===== config.mk =====
export PLATFORM = sky130hd
export DESIGN_NAME = adc_spi_read_with_echo_check
export DESIGN_NICKNAME = d
export VERILOG_FILES = /design/src/adcspi_pkg.sv /design/src/adcspi_engine.sv /design/src/adcspi_out_stage.sv /design/src/adc_spi_read_with_echo_check.sv
export SDC_FILE = /design/constraint.sdc
export NUM_CORES = 1
export LEC_CHECK = 0
export BUFFER_PORTS_ARGS = -buffer_cell sky130_fd_sc_hd__buf_2
export CORE_UTILIZATION = 63
export DETAILED_ROUTE_END_ITERATION = 10
export GPL_ROUTABILITY_DRIVEN = 1
export PLACE_DENSITY = 0.84
export SETUP_SLACK_MARGIN = 0.2
export SLEW_MARGIN = 20
export SYNTH_ARGS = -nofsm -noshare
export SYNTH_HDL_FRONTEND = slang
export SYNTH_HIERARCHICAL = 1
export SYNTH_SLANG_ARGS = --single-unit

===== constraint.sdc =====
create_clock -name clk -period 9.8 [get_ports clk]
set_input_delay 0.98 -clock clk [delete_from_list [all_inputs] [get_ports clk]]
set_output_delay 0.98 -clock clk [all_outputs]
set_load 0.1 [all_outputs]

===== src/adcspi_pkg.sv =====
`timescale 1ns / 1ps

package adcspi_pkg;

  // Total bits shifted per transaction: the setup word, then its echo.
  localparam int TRANSFER_BITS = 32;
  localparam int IDX_W         = 6;
  localparam int WORD_W        = 16;
  localparam int TICK_W        = 8;
  localparam int OUT_TDATA_W   = 24;
  localparam int IN_TDATA_W    = 24;

  localparam logic [WORD_W-1:0] ECHO_MARK = 16'h8000;

  typedef enum logic [1:0] {
    PH_SETUP = 2'd0,
    PH_RISE  = 2'd1,
    PH_HIGH  = 2'd2,
    PH_FALL  = 2'd3
  } phase_t;

  // One result beat, before packing onto the stream.
  typedef struct packed {
    logic              echo_error;
    logic [WORD_W-1:0] sample;
    logic              done_res;
    logic              busy_res;
    logic              sclk;
    logic              mosi;
  } result_t;

endpackage


===== src/adcspi_engine.sv =====
`timescale 1ns / 1ps

module adcspi_engine (
  input  logic                                 clk,
  input  logic                                 rst,
  input  logic                                 accept,
  input  logic                                 cmd,
  input  logic [adcspi_pkg::WORD_W-1:0]        setup_word,
  input  logic                                 miso,
  input  logic [adcspi_pkg::TICK_W-1:0]        phase_ticks,
  output adcspi_pkg::result_t                  res_next
);

  logic [adcspi_pkg::WORD_W-1:0]        sent_word, sent_word_next;
  logic [adcspi_pkg::TRANSFER_BITS-1:0] received_bits, received_bits_next;
  logic [adcspi_pkg::IDX_W-1:0]         bit_index, bit_index_next;
  adcspi_pkg::phase_t                   phase, phase_next;
  logic [adcspi_pkg::TICK_W-1:0]        tick_count, tick_count_next;
  logic                                 active, active_next;
  logic [adcspi_pkg::WORD_W-1:0]        last_sample, last_sample_next;
  logic                                 last_error, last_error_next;

  logic [adcspi_pkg::TICK_W-1:0]        len;
  logic                                 phase_end;
  logic                                 done;
  logic [adcspi_pkg::WORD_W-1:0]        echo;

  always_ff @(posedge clk) begin
    if (rst) begin
      sent_word     <= '0;
      received_bits <= '0;
      bit_index     <= '0;
      phase         <= adcspi_pkg::PH_SETUP;
      tick_count    <= '0;
      active        <= 1'b0;
      last_sample   <= '0;
      last_error    <= 1'b0;
    end else if (accept) begin
      sent_word     <= sent_word_next;
      received_bits <= received_bits_next;
      bit_index     <= bit_index_next;
      phase         <= phase_next;
      tick_count    <= tick_count_next;
      active        <= active_next;
      last_sample   <= last_sample_next;
      last_error    <= last_error_next;
    end
  end

  always_comb begin
    len       = (phase_ticks == '0) ? adcspi_pkg::TICK_W'(1) : phase_ticks;
    phase_end = ({1'b0, tick_count} + 9'd1) >= {1'b0, len};
    echo      = received_bits[adcspi_pkg::WORD_W-1:0] | adcspi_pkg::ECHO_MARK;

    sent_word_next     = sent_word;
    received_bits_next = received_bits;
    bit_index_next     = bit_index;
    phase_next         = phase;
    tick_count_next    = tick_count;
    active_next        = active;
    last_sample_next   = last_sample;
    last_error_next    = last_error;
    done               = 1'b0;

    if (cmd && !active) begin
      sent_word_next     = setup_word;
      received_bits_next = '0;
      bit_index_next     = '0;
      phase_next         = adcspi_pkg::PH_SETUP;
      tick_count_next    = '0;
      active_next        = 1'b1;
    end else if (active) begin
      if (phase_end) begin
        tick_count_next = '0;
        case (phase)
          adcspi_pkg::PH_SETUP: phase_next = adcspi_pkg::PH_RISE;
          adcspi_pkg::PH_RISE: begin
            phase_next         = adcspi_pkg::PH_HIGH;
            received_bits_next = {received_bits[adcspi_pkg::TRANSFER_BITS-2:0], miso};
          end
          adcspi_pkg::PH_HIGH:  phase_next = adcspi_pkg::PH_FALL;
          adcspi_pkg::PH_FALL: begin
            phase_next     = adcspi_pkg::PH_SETUP;
            bit_index_next = bit_index + 1'b1;
            if (bit_index_next >= adcspi_pkg::IDX_W'(adcspi_pkg::TRANSFER_BITS)) begin
              // Received bits do not change in the fall phase, so check the stored word.
              done        = 1'b1;
              active_next = 1'b0;
              if (echo == sent_word) begin
                last_sample_next = received_bits[adcspi_pkg::TRANSFER_BITS-1:adcspi_pkg::WORD_W];
                last_error_next  = 1'b0;
              end else begin
                last_sample_next = '0;
                last_error_next  = 1'b1;
              end
            end
          end
          default: phase_next = adcspi_pkg::PH_SETUP;
        endcase
      end else begin
        tick_count_next = tick_count + 1'b1;
      end
    end

    // Both halves of the frame carry the same word, so only the low four index bits matter.
    res_next.mosi       = active_next & sent_word_next[~bit_index_next[3:0]];
    res_next.sclk       = active_next & ((phase_next == adcspi_pkg::PH_RISE) ||
                                         (phase_next == adcspi_pkg::PH_HIGH));
    res_next.busy_res   = active_next;
    res_next.done_res   = done;
    res_next.sample     = last_sample_next;
    res_next.echo_error = last_error_next;
  end

endmodule


===== src/adcspi_out_stage.sv =====
`timescale 1ns / 1ps

module adcspi_out_stage (
  input  logic                               clk,
  input  logic                               rst,
  input  logic                               load,
  input  adcspi_pkg::result_t                res,
  output logic                               m_tvalid,
  input  logic                               m_tready,
  output logic [adcspi_pkg::OUT_TDATA_W-1:0] m_tdata
);

  always_ff @(posedge clk) begin
    if (rst) begin
      m_tvalid <= 1'b0;
    end else if (load) begin
      m_tvalid <= 1'b1;
    end else if (m_tready) begin
      m_tvalid <= 1'b0;
    end
  end

  always_ff @(posedge clk) begin
    if (load) begin
      m_tdata <= {3'b000, res.echo_error, res.sample, res.done_res, res.busy_res,
                  res.sclk, res.mosi};
    end
  end

endmodule


===== src/adc_spi_read_with_echo_check.sv =====
`timescale 1ns / 1ps

// SPI mode-0 style master that reads a converter and checks its echo. Each input beat is
// either a time tick (tuser 0) or a start command (tuser 1) carrying the setup word; a
// start while a transfer runs counts as a plain tick. The setup word goes out twice, MSB
// first, each bit spread over four phases of phase_ticks ticks (0 acts as 1). Every input
// beat yields exactly one result beat showing the line levels and status after that beat.
// The block takes one beat per clock: the state update is one short step between the state
// registers and the output register, and the input is stalled only while the output
// register holds a beat that the sink has not taken. Results appear in the cycle after accept.
module adc_spi_read_with_echo_check (
  input  logic                                 clk,
  input  logic                                 rst,
  input  logic                                 s_tvalid,
  output logic                                 s_tready,
  input  logic [adcspi_pkg::IN_TDATA_W-1:0]    s_tdata,  // setup_word[15:0], miso[16],
                                                         // zero fill
  input  logic                                 s_tuser,  // cmd
  output logic                                 m_tvalid,
  input  logic                                 m_tready,
  output logic [adcspi_pkg::OUT_TDATA_W-1:0]   m_tdata,  // mosi[0], sclk[1], busy_res[2],
                                                         // done_res[3], sample[19:4],
                                                         // echo_error[20], zero fill
  input  logic                                 cfg_valid,
  output logic                                 cfg_ready,
  input  logic [7:0]                           cfg_data   // phase_ticks
);

  logic                                 accept;
  logic [adcspi_pkg::TICK_W-1:0]        phase_ticks;
  adcspi_pkg::result_t                  res_next;

  assign s_tready  = !m_tvalid || m_tready;
  assign accept    = s_tvalid && s_tready;
  assign cfg_ready = 1'b1;

  always_ff @(posedge clk) begin
    if (rst) begin
      phase_ticks <= adcspi_pkg::TICK_W'(1);
    end else if (cfg_valid && cfg_ready) begin
      phase_ticks <= cfg_data;
    end
  end

  adcspi_engine u_engine (
    .clk         (clk),
    .rst         (rst),
    .accept      (accept),
    .cmd         (s_tuser),
    .setup_word  (s_tdata[15:0]),
    .miso        (s_tdata[16]),
    .phase_ticks (phase_ticks),
    .res_next    (res_next)
  );

  adcspi_out_stage u_out (
    .clk      (clk),
    .rst      (rst),
    .load     (accept),
    .res      (res_next),
    .m_tvalid (m_tvalid),
    .m_tready (m_tready),
    .m_tdata  (m_tdata)
  );

  // A completed transfer is never still busy.
  assert property (@(posedge clk) disable iff (rst) m_tvalid && m_tdata[3] |-> !m_tdata[2])
    else $error("done beat reports busy");

  // The serial lines only move during a transfer.
  assert property (@(posedge clk) disable iff (rst)
    m_tvalid && (m_tdata[0] || m_tdata[1]) |-> m_tdata[2])
    else $error("mosi or sclk active while idle");

  // A failed echo check reports a zero sample.
  assert property (@(posedge clk) disable iff (rst)
    m_tvalid && m_tdata[20] |-> (m_tdata[19:4] == 16'h0000))
    else $error("echo error with nonzero sample");

  // The output register takes a new beat on every accepted input.
  assert property (@(posedge clk) disable iff (rst) accept |=> m_tvalid)
    else $error("accepted beat produced no result");

endmodule

Word level (Yosys, flattened, before mapping). Cells that the tools add are included.

RAM bits: 0. Input port bits: 38. Memories: 0. Register bits: 112. Bits in latches: 0. ROM bits: 0. Output and inout port bits: 27. Logic and storage cells: 87.

Add/sub/neg operators: 3. Equal/unequal tests: 6. Reduce and logical (&&, ||, !) cells: 17. $mul: 0. Shift-type cells: 0. Div/mod/pow operators: 0. Bitwise gates (word level): 6. Magnitude comparators: 3. Multiplexer cells: 39.

Operators with widths (number): $mux W32 (4); $mux W16 (7); $mux W8 (4); $mux W6 (4); $eq A16 B16 Y1 (1); $mux W1 (15); $reduce_bool A2 Y1 (5); $add A8 B1 Y9 const B (1); $ge A9 B8 Y1 (1); $add A8 B1 Y8 const B (1); $logic_not A8 Y1 (1); $pmux W2 S4 (1); $reduce_and A4 Y1 (2); $add A6 B1 Y6 const B (1); $eq A2 B2 Y1 const B (3); $ge A6 B6 Y1 const B (1); $mux W2 (3); $lt A4 B5 Y1 const B (1); $bmux W1 S4 (1); $eq A2 B1 Y1 const B (2); $not A4 Y4 (1); $reduce_or A4 Y1 (1); $not A1 Y1 (3); $and A1 B1 Y1 (2); 5 further kinds (8).

Depth between registers and ports, before layout. Gate-level depths: netlist of the first run.

Word-level depth: 10. Depth in mapped cells: 15. Gate-level depth less buffers: 14.

By module. Netlist of the first run, hierarchy kept.

By module, submodules not included: adcspi_engine (instances 1, sequential area each 1641.6 µm², area each 4377.9 µm², cells an instance 564); adcspi_out_stage (instances 1, sequential area each 650.6 µm², area each 695.7 µm², cells an instance 29); adc_spi_read_with_echo_check (instances 1, sequential area each 160.2 µm², area each 314.1 µm², cells an instance 30).

Least setup slack after synthesis of the first run. No wires, ideal clock.

Path type: input to register. Start point: in m_tready. End point: reg u_engine/last_sample[13] (netlist bit). Stages on the path: 6. Arrival: 3489 ps. Library setup time: 91 ps. Path buffers: 2. Slack: 6220 ps. Path through: nand2b_1 > and2_1 > clkbuf_1 > clkbuf_1 > nor2_1 > a311oi_1.

Cells in the longest elaborated chain, start to end: 2.

Ends and longest elaborated chain: start: declaration (line adc_spi_read_with_echo_check.sv:20) `input logic m_tready,`; $logic_or A1 B1 Y1 (line adc_spi_read_with_echo_check.sv:33) `assign s_tready = !m_tvalid || m_tready;`; $logic_and A1 B1 Y1 (line adc_spi_read_with_echo_check.sv:34) `assign accept = s_tvalid && s_tready;`; via accept (line adc_spi_read_with_echo_check.sv:29) `logic accept;`; end signal: assignment (line adcspi_engine.sv:45) `last_sample <= last_sample_next;`; end: declaration (line adcspi_engine.sv:20) `logic [adcspi_pkg::WORD_W-1:0] last_sample, last_sample_next;`.

The timed path passes the listed nets, and every way through them passes these cells. A chain may end at the register's enable or synchronous reset.

Worst setup path in the final report of the first run.
Start point: reg u_engine/tick_count[2] (netlist bit). End point: reg u_engine/last_sample[1] (netlist bit).

Cells in the longest elaborated chain, start to end: 5.

Ends and longest elaborated chain: start: declaration (line adcspi_engine.sv:18) `logic [adcspi_pkg::TICK_W-1:0] tick_count, tick_count_next;`; start signal: assignment (line adcspi_engine.sv:43) `tick_count <= tick_count_next;`; $add A8 B1 Y9 (line adcspi_engine.sv:52) `phase_end = ({1'b0, tick_count} + 9'd1) >= {1'b0, len};`; $ge A9 B8 Y1 (line adcspi_engine.sv:52); $mux W16 (line adcspi_engine.sv:73) `if (phase_end) begin`; $mux W16 (line adcspi_engine.sv:72) `end else if (active) begin`; $mux W16 (line adcspi_engine.sv:65) `if (cmd && !active) begin`.

Every way passes these cells.

==> impl_results.md, run 1 <==
* Status: finished clean
* Setup bufs post-CTS at 0
* Hold-fix buffers at CTS at 0
* Total gr overflow at 0
* Ports at 65
* Max frequency at 220 MHz
* Slew HR at 38.3%
* Cts repair resizes at 0
* Critical-path maximum fanout at 22
* Min Tclk post-route at 4.55 ns
* Drt first pass iters at 5
* Seq cells post-synth at 112
* Tot Pwr at 0.000959 W
* Final wirelength at 11500 µm
* Gate power share at 16.2%
* Final ANT Viol Nets at 0
* Max Cap Viol at 0
* Initial cell density of the core at 65.2%
* Top-count cell post-synth: nand2_1
* Vias at 4553
* Iteration-0 DRC Markers at 319
* Syn Inst Count at 623
* Leakage at 2.24 nW
* Yosys warns at 6
* Worst setup path class: flip-flop to flip-flop
* CP Capture Type: flip-flop
* Internal power at 0.000656 W
* Die X at 94.5 µm
* Root buffer cell: clkbuf_8
* VDD IR-drop max at 0.0000898 V
* Die H at 94.5 µm
* Number of remaining DRC errors at 0
* WHS Path Cells at 2
* Initial antenna violation count at 0
* Least-Margin Pin Slew at 0.926 ns
* Clk pin slew, worst setup/hold paths at 0.11 ns
* Final HPWL DP at 7400 µm
* Reg-to-reg critical path startpoint: u_engine/tick_count[2]$_SDFFE_PP0P_
* CP most frequent cell: nand3_1
* Share of post-route cells with drive strength above 1 at 14.1%
* Critical path, cell by cell: nand3_1 > nor2_1 > nand3_1 > xnor2_1 > ha_1 > and3_4 > a221o_1 > nand2_1 > nand2_2 > nand3_1 > inv_1 > nand3_1 > a311oi_1
* Startpoint types: flip-flop
* Post-synth ARST share at 0%
* Hold Crit Start: u_engine/last_sample[15]$_SDFFE_PP0P_
* Synthesized area per cell at 8.65 µm²
* Fin Hold WS at 0.465 ns
* IO Port Bufs at 53
* Bufs and invs on worst path at 1
* Crit path required time at 10.08 ns
* Clk_skew at 0.0212 ns
* Design area at 0.00586 mm²
* Largest net degree at the start of global routing at 92
* Clock latency at the later pin of the worst-skew pair at 0.38 ns
* Arrival time of the worst setup path at 4.83 ns
* # setup viols final at 0
* R2R Path End: u_engine/last_sample[1]$_SDFFE_PP0P_
* Hold Crit Class: flip-flop to flip-flop
* Via-per-instance ratio at 6.02
* NetSw at 0.000303 W
* Reg2reg setup slack at 5.25 ns
* Final core utilization at 70.9%
* Synth cell count leaders: nand2_1, dfxtp_1, a21oi_1
* Total CTS buffers at 9
* Post-layout nets at 698
* Tot GR Track Use at 26.5%
* Synth cell types at 59
* Core box area at 0.00826 mm²
* Min-Delay Endpoint: u_engine/last_sample[15]$_SDFFE_PP0P_
* Seq/Total Area, Yosys at 45.5%
* Power Density at 164 mW/mm²
* Post-synth top area share at 33.8%
* Largest cells by area after synthesis: dfxtp_1, edfxtp_1, nand2_1
* Area Overhead vs Synth at 8.73%
* Max Slew Vio Count at 0
* Met1 Wirelength at 4930 µm
* Fillers at 630
* EDFF count, synth at 21
* Total die area at 0.00893 mm²
* Clock share of power at 31.3%
* # diodes at 0
* Top sig layer: met4
* Worst R2R Path Depth at 13
* Vias in the first global route at 4155
* Mapped cell area at 0.00539 mm²
* Routed wl met3 at 645 µm
* CTS tree: built
* Clock sink count at 112
* Most common flop cell mapped by yosys: dfxtp_1
* Placed Area at 0.00562 mm²
* Routability cong. at 0.922
* Final Cycle Share at 46.5%
* CP max stage delay at 0.85 ns
* CTS H-tree lvls at 3
* First-pass GRT wire length at 18700 µm
* Critical-path top delay cell: inv_1
* # rows at 33
* Unrepaired setup endpoints after global routing: no
* Synth area leader: dfxtp_1
* CTS Buffer Depth at 2
* DR WL met2 at 5680 µm
* Final Hold Viols at 0
* Sequential power share at 52.5%
* Cell family with most CP delay: simple AND/OR/NAND/NOR gates
* Routed len/inst at 15.2 µm
* Switching Share at 31.6%
* Setup TNS at 0 ns
[area by class of cell]
type	instances	area, µm²	area share, %
clock buffer	9	124	2.11
clock inverter	7	108	1.84
inverter	15	56.3	0.961
multi-input combinational	452	2700	46.1
sequential	112	2450	41.9
tap	105	131	2.24
timing repair buffer	56	288	4.91
[stage by stage]
| stage | instances | setup slack [ns] |
|---|---|---|
| 2_1_floorplan | 625 | 6.22 |
| 3_3_place_gp | 740 | 5.51 |
| 3_5_place_dp | 740 | 5.44 |
| 4_1_cts | 756 | 5.33 |
| 5_1_grt | 756 | 4.94 |
| 6_report | 756 | 5.25 |
[kinds of logic after synthesis]
group | share of synthesized area (%)
buffers and inverters | 4.95
flip-flops | 45.5
XOR/XNOR | 4.06
other | 0.139
multiplexers | 3.81
AO/OA/AOI/OAI | 17.0
AND/OR/NAND/NOR | 21.3
adder cells (fa/ha/maj) | 3.25
[worst max path at each step]
| stage | end | from | slack (ns) | cells past startpoint |
|---|---|---|---|---|
| floorplan | u_engine/last_sample[13]$_SDFFE_PP0P_ | m_tready | 6.22 | 6 |
| global placement | u_out/m_tdata[0]$_DFFE_PP_ | u_engine/tick_count[2]$_SDFFE_PP0P_ | 5.51 | 13 |
| detailed placement | u_out/m_tdata[0]$_DFFE_PP_ | u_engine/tick_count[2]$_SDFFE_PP0P_ | 5.44 | 13 |
| CTS | u_out/m_tdata[0]$_DFFE_PP_ | u_engine/tick_count[2]$_SDFFE_PP0P_ | 5.33 | 13 |
| global route | u_engine/last_sample[8]$_SDFFE_PP0P_ | u_engine/tick_count[2]$_SDFFE_PP0P_ | 4.94 | 13 |
| finish | u_engine/last_sample[1]$_SDFFE_PP0P_ | u_engine/tick_count[2]$_SDFFE_PP0P_ | 5.25 | 13 |
[tightest hold or removal path: stages (launching register included)]
cell     delay [ns]
dfxtp_1        0.33
nand2_1        0.05
a21oi_1        0.05
[layout by cell type (no fill, tap or decap), drive strengths merged, types with 2 or more instances in the layout]
cell type / count
a211o: 3
a211oi: 8
a21o: 6
a21oi: 64
a22oi: 4
a311oi: 16
a31oi: 3
a32oi: 3
and2: 3
and3: 7
and4: 2
buf: 56
clkbuf: 9
clkinv: 3
conb: 4
dfxtp: 91
edfxtp: 21
ha: 14
inv: 18
mux2: 2
mux2i: 16
nand2: 120
nand2b: 2
nand3: 59
nand3b: 2
nand4: 5
nor2: 44
nor2b: 3
nor3: 5
nor4: 2
o2111ai: 3
o211ai: 2
o21a: 2
o21ai: 10
or3: 3
xnor2: 23
xor2: 2
[sequential cells by signal (all words and copies together) (netlist names)]
name	cells
u_engine/received_bits	32
u_out/m_tdata	21
u_engine/last_sample	16
u_engine/sent_word	16
phase_ticks	8
u_engine/tick_count	8
u_engine/bit_index	6
u_engine/phase	2
u_engine/active	1
u_engine/last_error	1
u_out/m_tvalid	1
[metal layers]
metal	track usage, %	vias to the layer above
met3	4.75	24
li1	-	2227
met5	0	-
met4	10.4	0
met2	45.8	158
met1	32.9	2144
[power groups by stage]
| stage | registers (W) | clock network, W | logic, W |
|---|---|---|---|
| CTS | 0.000503 | 0.000304 | 0.000155 |
| detailed placement | 0.000513 | 0 | 0.000154 |
| floorplan | 0.000556 | 0 | 0.0000832 |
| global placement | 0.000512 | 0 | 0.000150 |
| global route | 0.000505 | 0.000325 | 0.000167 |
| finish | 0.000503 | 0.000300 | 0.000156 |
Note: power is estimated with default switching activity, not from simulation.
==> inputs of run 2 (changes only) <==
- CORE_UTILIZATION: 63 -> 53
- PLACE_DENSITY: 0.84 -> 0.76
- clock period: 9.8 -> 3.95 ns (I/O delays scaled with it)
==> run 2 against run 1 <==
  * Critical path depth grew 1
  * Cell area increased by 1.4%
  * Sequential share of layout area is 0.48 points lower
  * Clock-buffer cell count unchanged
  * Sequential cell count unchanged
  * Highest routed layer unchanged
==> impl_results.md, run 2 (synthesis results as in run 1) <==
* # rows at 36 (+9.1%)
* Total CTS buffers at 9 (unchanged)
* First-pass GRT wire length at 18900 µm (+1.1%)
* Max frequency at 279 MHz (+27%)
* Clock share of power at 29.2% (-2.1 points)
* Switching Share at 32.4% (+0.83 points)
* Vias in the first global route at 4049 (-2.6%)
* Clock sink count at 112 (unchanged)
* Number of remaining DRC errors at 0 (unchanged)
* Root buffer cell: clkbuf_8
* Worst setup path class: flip-flop to flip-flop
* Hold Crit Class: input port to flip-flop
* Internal power at 0.00156 W (+140%)
* Via-per-instance ratio at 5.62 (-6.7%)
* Total gr overflow at 0 (unchanged)
* Fillers at 877 (+39%)
* Final Hold Viols at 0 (unchanged)
* Core box area at 0.00982 mm² (+19%)
* CTS H-tree lvls at 3 (unchanged)
* CTS Buffer Depth at 2 (unchanged)
* Largest regs: u_engine/received_bits: 32 flops, u_out/m_tdata: 21 flops
* Critical-path maximum fanout at 8 (-64%)
* Share of post-route cells with drive strength above 1 at 16.2% (+2.1 points)
* Routed len/inst at 14.5 µm (-4.4%)
* Clk pin slew, worst setup/hold paths at 0.12 ns (about the same)
* Clock latency at the later pin of the worst-skew pair at 0.39 ns (about the same)
* Die H at 103 µm (+8.8%)
* Routability cong. at 0.898 (-2.6%)
* Biggest register: u_engine/received_bits
* Final ANT Viol Nets at 0 (unchanged)
* Ports at 65 (unchanged)
* Most frequent cells in the layout: nand2_1, dfxtp_1, a21oi_1
* Final wirelength at 11500 µm (+0.33%)
* Tot Pwr at 0.00231 W (+140%)
* Unrepaired setup endpoints after global routing: no
* Power Density at 389 mW/mm² (+140%)
* Area Overhead vs Synth at 10.3%
* Iteration-0 DRC Markers at 284 (-11%)
* Crit path required time at 4.09 ns (-5.99 ns)
* CP Capture Type: flip-flop
* # diodes at 0 (unchanged)
* Clk_skew at 0.0127 ns (-0.00853 ns)
* Hold-fix buffers at CTS at 0 (unchanged)
* Slew HR at 42.1% (+3.8 points)
* Total die area at 0.0106 mm² (+18%)
* Max Cap Viol at 0 (unchanged)
* Vias at 4457 (-2.1%)
* Final HPWL DP at 7760 µm (+4.8%)
* VDD IR-drop max at 0.000193 V (+120%)
* CTS tree: built
* Largest register FFs at 32 (unchanged)
* Startpoint types: flip-flop
* Most common cell after layout, fill and taps aside: nand2_1
* NetSw at 0.000749 W (+150%)
* Post-layout nets at 707 (+1.3%)
* Min Tclk post-route at 3.58 ns (-0.969 ns)
* Tot GR Track Use at 22.8% (-3.7 points)
* Final Cycle Share at 90.7% (+44 points)
* Setup TNS at 0 ns (unchanged)
* Arrival time of the worst setup path at 3.72 ns (-1.11 ns)
* Die X at 103 µm (+8.8%)
* Initial cell density of the core at 54.9% (-10 points)
* Largest net degree at the start of global routing at 57 (-38%)
* Least-Margin Pin Slew at 0.868 ns (-0.0580 ns)
* Drt first pass iters at 5 (unchanged)
* # setup viols final at 0 (unchanged)
* Status: finished clean
* Initial antenna violation count at 0 (unchanged)
* IO Port Bufs at 53 (unchanged)
* Sequential power share at 54.0% (+1.5 points)
* Max Slew Vio Count at 0 (unchanged)
* Leakage at 2.28 nW (+1.8%)
* Gate power share at 16.8% (+0.6 points)
run 2: changes by cell type in the layout (fill, tap and decap cells not counted), sizes merged:
cell / before / now
buf: 56 / 65
bufinv: 1 / 0
inv: 18 / 19
run 2: final timing paths:
| path | startpoint | end | slack [ns] | cells after the start |
|---|---|---|---|---|
| worst max-delay path | u_engine/tick_count[0]$_SDFFE_PP0P_ | u_out/m_tdata[0]$_DFFE_PP_ | 0.37 | 14 |
| worst min-delay path | cfg_data[0] | phase_ticks[0]$_SDFFE_PP1P_ | 0.21 | 2 |
| worst max register to register | u_engine/tick_count[0]$_SDFFE_PP0P_ | u_out/m_tdata[0]$_DFFE_PP_ | 0.37 | 14 |
| worst min register to register | u_engine/last_sample[15]$_SDFFE_PP0P_ | u_engine/last_sample[15]$_SDFFE_PP0P_ | 0.47 | 2 |
run 2: per-layer routing:
metal	share of wire [%]	up-vias	track usage, %
li1	-	2250	-
met1	47	2065	31.0
met2	46	127	36.5
met3	4.9	15	3.86
met4	1.4	0	8.78
met5	0	-	0
run 2: metrics by stage:
| stage | std cells | hold slack [ns] | setup WS [ns] | util, % | area (µm²) |
|---|---|---|---|---|---|
| 4_1_cts | 792 | 0.202 | 0.254 | 60.1 | 5900 |
| 6_report | 793 | 0.214 | 0.366 | 60.5 | 5940 |
| 5_1_grt | 793 | 0.211 | 0.228 | 60.5 | 5940 |
| 2_1_floorplan | 625 | 0.432 | 0.420 | - | 5400 |
| 3_3_place_gp | 776 | 0.441 | 0.337 | 58.2 | 5710 |
| 3_5_place_dp | 776 | 0.449 | 0.309 | 58.2 | 5710 |
run 2: layout make-up:
type / count / area, µm² / area share, %
multi-input combinational: 452 / 2710 / 45.6
sequential: 112 / 2460 / 41.4
timing repair buffer: 65 / 355 / 5.98
clock buffer: 9 / 124 / 2.09
inverter: 15 / 56.3 / 0.948
tap: 133 / 166 / 2.80
clock inverter: 7 / 70.1 / 1.18
run 2: worst max-delay path, stage by stage (launching register included):
cell	delay, ns
dfxtp_4	0.39
ha_1	0.18
and4_4	0.24
nand2_1	0.08
xnor2_1	0.14
ha_1	0.31
and3_4	0.20
a221o_1	0.38
a211o_4	0.34
a32oi_4	0.26
a2bb2oi_4	0.23
mux4_2	0.31
nor2_1	0.10
a211o_1	0.12
a21boi_2	0.06
run 2: power by group through the flow:
stage	clock network (W)	logic, W	registers [W]
3_3_place_gp	0	0.000378	0.00127
4_1_cts	0.000692	0.000387	0.00125
5_1_grt	0.000739	0.000418	0.00125
6_report	0.000675	0.000388	0.00125
3_5_place_dp	0	0.000386	0.00127
2_1_floorplan	0	0.000206	0.00138
run 2: what timing repair did:
item / CTS / global route
setup buffers: 0 / 1
setup endpoints to repair: 0 / 9
gates resized for setup: 0 / 10
